File: src/hdl/bam_pkg.sv
package bam_pkg;

  typedef enum logic [1:0] {
    REQ_CLEAR  = 2'd0,
    REQ_APPEND = 2'd1,
    REQ_SUBJ   = 2'd2,
    REQ_PAD    = 2'd3
  } req_e;

  typedef enum logic {
    CFG_MAX_ERRORS = 1'b0,
    CFG_FIXED_MODE = 1'b1
  } cfg_idx_e;

  localparam int SymW   = 8;
  localparam int ErrW   = 3;
  localparam int StartW = 33;
  localparam int PosW   = 34;
  localparam int CountW = 32;

  localparam logic signed [PosW-1:0] PosMax   = 34'sd4294967295;
  localparam logic [CountW-1:0]      CountMax = '1;

  // broadcast to every cell of the chain
  typedef struct packed {
    logic            shift_en;
    logic            restart;
    logic            step;
    logic            pad;
    logic            fixed_mode;
    logic [SymW-1:0] symbol;
  } bam_ctrl_t;

endpackage

File: src/hdl/bam_cell.sv
module bam_cell import bam_pkg::*; #(
  parameter int J  = 0,
  parameter int NL = 8,
  parameter int SW = 7
) (
  input  logic              clk_i,
  input  logic              rst_ni,
  input  bam_ctrl_t         ctrl_i,
  input  logic [SW-1:0]     size_i,
  input  logic [SW-1:0]     size_new_i,
  input  logic [SymW-1:0]   byte_i,
  output logic [SymW-1:0]   byte_o,
  input  logic [NL-1:0]     nb_mask_i,
  output logic [NL-1:0]     mask_o,
  output logic [NL-1:0]     mask_d_o
);

  logic [SymW-1:0] byte_q;
  logic [NL-1:0]   mask_q, mask_d, lv_new, lv_init, mask_rst;
  logic            in_use, miss, pm;

  assign in_use = J < int'(size_i);
  assign miss   = ctrl_i.fixed_mode ? (byte_q != ctrl_i.symbol)
                                    : ((byte_q & ctrl_i.symbol) == '0);
  assign pm     = ctrl_i.pad | (in_use & miss);

  for (genvar e = 0; e < NL; e++) begin : g_lvl
    if (e == 0) begin : g_first
      assign lv_new[e] = nb_mask_i[e] | pm;
    end else begin : g_next
      assign lv_new[e] = (nb_mask_i[e] | pm) & nb_mask_i[e-1] & lv_new[e-1];
    end
    assign lv_init[e]  = (size_new_i == '0) ? (J == 0 && e == 0)
                                            : ((J + e) < int'(size_new_i));
    assign mask_rst[e] = (J == 0 && e == 0);
  end

  always_comb begin
    mask_d = mask_q;
    if (ctrl_i.restart) begin
      mask_d = lv_init;
    end else if (ctrl_i.step) begin
      mask_d = lv_new;
    end
  end

  always_ff @(posedge clk_i or negedge rst_ni) begin
    if (!rst_ni) begin
      mask_q <= mask_rst;
    end else begin
      mask_q <= mask_d;
    end
  end

  always_ff @(posedge clk_i) begin
    if (ctrl_i.shift_en) begin
      byte_q <= byte_i;
    end
  end

  assign byte_o   = byte_q;
  assign mask_o   = mask_q;
  assign mask_d_o = mask_d;

endmodule

File: src/hdl/bitap_approximate_matcher_top.sv
// channel | handshake                     | payload
// in      | in_valid_i / in_ready_o       | req_type_i, symbol_i
// out     | out_valid_o / out_ready_i     | error_count_o, start_position_o, match_count_o
// cfg     | cfg_we_i (no wait)            | cfg_addr_i, cfg_wdata_i
//
// One item per cycle while in_ready_o is high; each item is handled in its accept cycle.
// All error levels of one pattern position are updated inside its cell.
// A result is registered once; in_ready_o drops only while it stalls.
// Reset: empty pattern, max_errors 0, fixed_mode 1, no pending result.
module bitap_approximate_matcher_top import bam_pkg::*; #(
  parameter int MAX_PATTERN = 64,
  parameter int MAX_LEVELS  = 8
) (
  input  logic                     clk_i,
  input  logic                     rst_ni,
  input  logic                     cfg_we_i,
  input  logic                     cfg_addr_i,
  input  logic [ErrW-1:0]          cfg_wdata_i,
  input  logic                     in_valid_i,
  output logic                     in_ready_o,
  input  logic [1:0]               req_type_i,
  input  logic [SymW-1:0]          symbol_i,
  output logic                     out_valid_o,
  input  logic                     out_ready_i,
  output logic [ErrW-1:0]          error_count_o,
  output logic signed [StartW-1:0] start_position_o,
  output logic [CountW-1:0]        match_count_o
);

  localparam int SW = $clog2(MAX_PATTERN + 1);
  localparam int LW = (MAX_LEVELS > 1) ? $clog2(MAX_LEVELS) : 1;

  logic [ErrW-1:0]        max_errors_q;
  logic                   fixed_mode_q;
  logic [SW-1:0]          size_q, size_d;
  logic signed [PosW-1:0] scan_q, scan_d;
  logic [CountW-1:0]      found_q, found_d, found_inc;
  logic                   out_valid_q;
  logic [ErrW-1:0]        err_q;
  logic [StartW-1:0]      start_q;
  logic [CountW-1:0]      count_q;

  logic      accept, is_step, hit;
  logic [LW-1:0] hit_idx;
  bam_ctrl_t ctrl;

  logic [SymW-1:0]       byte_w   [MAX_PATTERN];
  logic [MAX_LEVELS-1:0] mask_w   [MAX_PATTERN];
  logic [MAX_LEVELS-1:0] mask_d_w [MAX_PATTERN];
  logic [MAX_LEVELS-1:0] nb_w     [MAX_PATTERN];
  logic [SymW-1:0]       bin_w    [MAX_PATTERN];

  assign in_ready_o = !out_valid_q || out_ready_i;
  assign accept     = in_valid_i && in_ready_o;
  assign is_step    = (req_type_i == REQ_SUBJ) || (req_type_i == REQ_PAD);

  always_comb begin
    size_d = size_q;
    if (req_type_i == REQ_CLEAR) begin
      size_d = '0;
    end else if (req_type_i == REQ_APPEND && int'(size_q) < MAX_PATTERN) begin
      size_d = size_q + SW'(1);
    end
  end

  always_comb begin
    ctrl.shift_en   = accept && req_type_i == REQ_APPEND && int'(size_q) < MAX_PATTERN;
    ctrl.restart    = accept && !is_step;
    ctrl.step       = accept && is_step;
    ctrl.pad        = req_type_i == REQ_PAD;
    ctrl.fixed_mode = fixed_mode_q;
    ctrl.symbol     = symbol_i;
  end

  for (genvar j = 0; j < MAX_PATTERN; j++) begin : g_cell
    if (j == MAX_PATTERN - 1) begin : g_top
      assign nb_w[j] = '0;
    end else begin : g_mid
      assign nb_w[j] = mask_w[j+1];
    end
    if (j == 0) begin : g_first
      assign bin_w[j] = symbol_i;
    end else begin : g_rest
      assign bin_w[j] = byte_w[j-1];
    end

    bam_cell #(
      .J  (j),
      .NL (MAX_LEVELS),
      .SW (SW)
    ) u_cell (
      .clk_i      (clk_i),
      .rst_ni     (rst_ni),
      .ctrl_i     (ctrl),
      .size_i     (size_q),
      .size_new_i (size_d),
      .byte_i     (bin_w[j]),
      .byte_o     (byte_w[j]),
      .nb_mask_i  (nb_w[j]),
      .mask_o     (mask_w[j]),
      .mask_d_o   (mask_d_w[j])
    );
  end

  // least level within max_errors whose bit 0 is clear
  always_comb begin
    hit     = 1'b0;
    hit_idx = '0;
    for (int e = MAX_LEVELS - 1; e >= 0; e--) begin
      if (e <= int'(max_errors_q) && !mask_d_w[0][e]) begin
        hit     = 1'b1;
        hit_idx = LW'(e);
      end
    end
  end

  assign found_inc = (found_q < CountMax) ? found_q + CountW'(1) : found_q;

  always_comb begin
    scan_d  = scan_q;
    found_d = found_q;
    if (ctrl.restart) begin
      scan_d  = PosW'(1) - PosW'(size_d);
      found_d = '0;
    end else if (ctrl.step) begin
      if (scan_q < PosMax) begin
        scan_d = scan_q + PosW'(1);
      end
      if (hit) begin
        found_d = found_inc;
      end
    end
  end

  always_ff @(posedge clk_i or negedge rst_ni) begin
    if (!rst_ni) begin
      max_errors_q <= '0;
      fixed_mode_q <= 1'b1;
      size_q       <= '0;
      scan_q       <= PosW'(1);
      found_q      <= '0;
      out_valid_q  <= 1'b0;
    end else begin
      if (cfg_we_i) begin
        unique case (cfg_addr_i)
          CFG_MAX_ERRORS: max_errors_q <= cfg_wdata_i;
          CFG_FIXED_MODE: fixed_mode_q <= cfg_wdata_i[0];
          default: ;
        endcase
      end
      if (accept) begin
        size_q <= size_d;
      end
      scan_q  <= scan_d;
      found_q <= found_d;
      if (ctrl.step && hit) begin
        out_valid_q <= 1'b1;
      end else if (out_ready_i) begin
        out_valid_q <= 1'b0;
      end
    end
  end

  always_ff @(posedge clk_i) begin
    if (ctrl.step && hit) begin
      err_q   <= ErrW'(hit_idx);
      start_q <= scan_q[StartW-1:0];
      count_q <= found_inc;
    end
  end

  assign out_valid_o      = out_valid_q;
  assign error_count_o    = err_q;
  assign start_position_o = start_q;
  assign match_count_o    = count_q;

  a_clear_empties: assert property (@(posedge clk_i) disable iff (!rst_ni)
    accept && req_type_i == REQ_CLEAR |=> size_q == '0)
    else $error("pattern not emptied by clear");

  a_restart_count: assert property (@(posedge clk_i) disable iff (!rst_ni)
    ctrl.restart |=> found_q == '0)
    else $error("match count survives pattern change");

  a_hit_result: assert property (@(posedge clk_i) disable iff (!rst_ni)
    ctrl.step && hit |=> out_valid_o && match_count_o == found_q)
    else $error("result lost or count mismatch");

  a_count_grows: assert property (@(posedge clk_i) disable iff (!rst_ni)
    ctrl.step |=> found_q >= $past(found_q))
    else $error("match count dropped on step");

  a_size_bound: assert property (@(posedge clk_i) disable iff (!rst_ni)
    int'(size_q) <= MAX_PATTERN)
    else $error("pattern size overflow");

endmodule
File: config.mk
export PLATFORM = sky130hd
export DESIGN_NAME = bitap_approximate_matcher_top
export DESIGN_NICKNAME = d
export VERILOG_FILES = /design/src/hdl/bam_pkg.sv /design/src/hdl/bam_cell.sv /design/src/hdl/bitap_approximate_matcher_top.sv
export SDC_FILE = /design/constraint.sdc
export NUM_CORES = 2
export LEC_CHECK = 0
export BUFFER_PORTS_ARGS = -buffer_cell sky130_fd_sc_hd__clkbuf_2
export CAP_MARGIN = 10
export CELL_PAD_IN_SITES_DETAIL_PLACEMENT = 1
export CELL_PAD_IN_SITES_GLOBAL_PLACEMENT = 1
export CORE_MARGIN = 5
export CORE_UTILIZATION = 47
export DETAILED_ROUTE_END_ITERATION = 8
export PLACE_DENSITY_LB_ADDON = 0.1
export SLEW_MARGIN = 20
export SYNTH_ARGS = -nofsm -noshare
export SYNTH_HDL_FRONTEND = slang
export SYNTH_SLANG_ARGS = --single-unit
File: constraint.sdc
create_clock -name clk_i -period 36.8 [get_ports clk_i]
set_input_delay 1.84 -clock clk_i [delete_from_list [all_inputs] [get_ports clk_i]]
set_output_delay 1.84 -clock clk_i [all_outputs]
set_load 0.05 [all_outputs]
==> impl_metrics.py <==
metrics = {
    "clock_tree": {
        "clk_pin_slew_worst_paths_ns": 0.06,
        "cts.sinks": 1170,
        "cts_buffers": 136,
        "cts_root_buf": "clkbuf_16",
        "clockBufferDepth": 3,
        "postCtsSetupBuffers": 0,
        "ctsResizeCount": 0,
        "cts_tree": "done",
        "postCtsHoldBufs": 0,
        "clock_latency_ns": 0.74,
        "cts.htree.levels": 4,
    },
    "placed_design": {
        "port_buffers": 88,
        "dpl.hpwl_um": 107000,
        "dpl-instance-area_um2": 58200,
        "gp_congestion": 0.822,
    },
    "global_route": {
        "antenna_found_initial": 3,
        "grt_pass1_wl_um": 255000,
        "grt_pass1_vias": 43719,
        "grt_usage_pct": 25.5,
        "grt_max_degree": 249,
        "globalRouteOverflowTotal": 0,
    },
    "logic_synthesis": {
        "syn_area_um2": 56200,
        "synth-seq-area-share_pct": 57.3,
        "netlist.area_leader.share_pct": 31.0,
        "synthArstFlopShare_pct": 50.4,
        "synth_commonest_cells": "587 x dfrtp_1, 580 x edfxtp_1, 561 x nor2_1",
        "synth.most_common_cell": "dfrtp_1",
        "netlist_instances": 4884,
        "synth_seq_cells": 1170,
        "synthDistinctLibCells": 94,
        "syn_avg_cell_area_um2": 11.5,
        "synth.area.top_cells": "edfxtp_1 31%, dfrtp_1 26%, ha_1 12%",
        "synth_nets": 5423,
        "synth_edf_count": 580,
        "yosys_warnings": 0,
        "yosysTopAreaCell": "edfxtp_1",
        "synth-main-ff-cell": "dfrtp_1",
    },
    "floorplanning": {
        "initial_core_util_pct": 47.4,
        "die_height_um": 356,
        "core_um2": 118000,
        "design.die.area_um2": 126000,
        "rows": 126,
        "die_w_um": 356,
        "ios": 89,
    },
    "worst_setup_path": {
        "path_class": "in2reg",
        "crit_chain": "clkbuf_2, nand2b_1, and2_4, nand2_4, nor3b_4, buf_4, buf_4, buf_4, buf_4, buf_6",
        "critPathMaxStageDelay_ns": 0.84,
        "end_kind": "flop",
        "cp.required_ns": 37.16,
        "startpoint_type": "input port",
        "cp_max_fo": 91,
        "worstPathArrival_ns": 7.70,
        "critPathSlowestCell": "buf_4",
        "crit_top_cell": "buf_4",
    },
    "route": {
        "ant_nets": 0,
        "drtIter0Drc": 2943,
        "drc_errors": 0,
        "avgRoutedWirePerCell_um": 24.5,
        "routed-wl-met2_um": 80200,
        "drt_wl_total_um": 163000,
        "vias": 41377,
        "top_layer_used": "met4",
        "wl_met1_um": 71300,
        "met3_length_um": 7670,
        "drtPass1Iterations": 6,
        "via_per_inst": 6.21,
    },
    "worst_hold_path": {
        "hp-class": "reg2reg",
    },
    "cells_and_area": {
        "fin_area_um2": 62700,
        "syn_to_final_growth_pct": 11.6,
        "seqCellArea_um2": 32200,
        "nets": 5490,
        "fillers": 12347,
        "drive_above_1_share_pct": 8.17,
        "postLayoutCoreUtil_pct": 52.9,
        "multi_input_area_um2": 23000,
    },
    "power": {
        "peakVddDrop_mv": 0.0465,
        "power_density_nw_per_um2": 55.9,
        "p_total_mw": 3.50,
        "leakagePower_nw": 24.8,
    },
    "flow_run": {
        "cap_violations": 0,
    },
    "timing": {
        "relSlewSlack_pct": 22.6,
        "fin_tns_setup_ns": 0,
        "slew_viol_final": 0,
        "timing.final.crit_share_pct": 19.9,
        "max_freq_mhz": 136,
        "grt_setup_unrepaired": "false",
        "setup_violations": 0,
        "clock_skew_ns": 0.0256,
        "hold_viol": 0,
        "layout_min_cycle_time_ns": 7.34,
        "tightest_slew_ns": 1.15,
    },
    "status": {
        "status": "complete, no violations",
    },
}
==> worst paths after layout <==
| check | start | end | slack [ns] | cells past startpoint |
|---|---|---|---|---|
| max in group asynchronous | rst_ni | size_q[6] | 33.27 | 3 |
| min in group asynchronous | rst_ni | found_q[7] | 1.15 | 1 |
| max reg2reg | out_valid_o | g_cell[12].u_cell.byte_o[4] | 30.29 | 9 |
| min reg2reg | g_cell[45].u_cell.byte_o[5] | g_cell[46].u_cell.byte_o[5] | 0.45 | 0 |
| min | g_cell[45].u_cell.byte_o[5] | g_cell[46].u_cell.byte_o[5] | 0.45 | 0 |
| max | out_ready_i | g_cell[12].u_cell.byte_o[4] | 29.46 | 10 |
==> layer usage <==
metal  track usage (%)  vias up
li1                  -    19027
met1              33.8    21302
met2              43.3      824
met3              4.45      224
met4              7.26        0
met5                 0        -
==> power breakdown <==
group,switching (mW),total (mW),leakage (nW),internal [mW]
registers,0.139,1.66,12.6,1.52
clock network,0.550,1.33,2.14,0.777
logic,0.355,0.515,10.1,0.159
==> worst max-delay path: cells and delay by family <==
family        cells  cell delay (ns)
simple gates      4             1.64
buf+inv           6             3.93
==> flip-flops by register name, indices dropped and copies added (netlist names) <==
signal,flops
g_cell.u_cell.byte_o,512
g_cell.u_cell.mask_o,512
scan_q,34
start_position_o,33
found_q,32
match_count_o,32
size_q,7
error_count_o,3
max_errors_q,3
fixed_mode_q,1
out_valid_o,1
==> cell families after synthesis <==
group | synth area share [%]
simple gates | 12.7
compound gates | 15.9
flops | 57.3
fa+ha+maj | 11.6
buf+inv | 1.81
xor+xnor | 0.530
mux | 0.156
==> final cells by class <==
type,instances,share of cell area [%]
clock inverters,49,0.637
clock buffers,196,6.28
flip-flops and latches,1170,51.4
diodes,2,0.00799
well taps,1600,3.20
repair buffers,141,1.52
multi-input cells,3460,36.7
inverters,42,0.252
==> per-stage QoR <==
step                      setup WS, ns  hold slack [ns]  std cells
final                            29.46            0.446       6660
after global routing             29.20            0.458       6660
after CTS                        29.26            0.446       6656
after detailed placement         28.46            0.441       6411
after global placement           28.64            0.435       6411
after floorplan                  12.59            0.431       4884
==> cells in the final DEF, fill, tap and decap left out, types with 133 or more instances in the layout <==
cell | Yosys | layout
nand3_1 | 133 | 133
nand2_1 | 247 | 244
o21ai_0 | 248 | 247
a21oi_1 | 533 | 533
o211ai_1 | 206 | 206
nor2_1 | 561 | 559
nor4_1 | 257 | 257
dfrtp_1 | 587 | 586
edfxtp_1 | 580 | 580
a31oi_1 | 153 | 153
clkbuf_16 | 0 | 141
ha_1 | 520 | 520
Note: power is estimated with default switching activity, not from simulation.
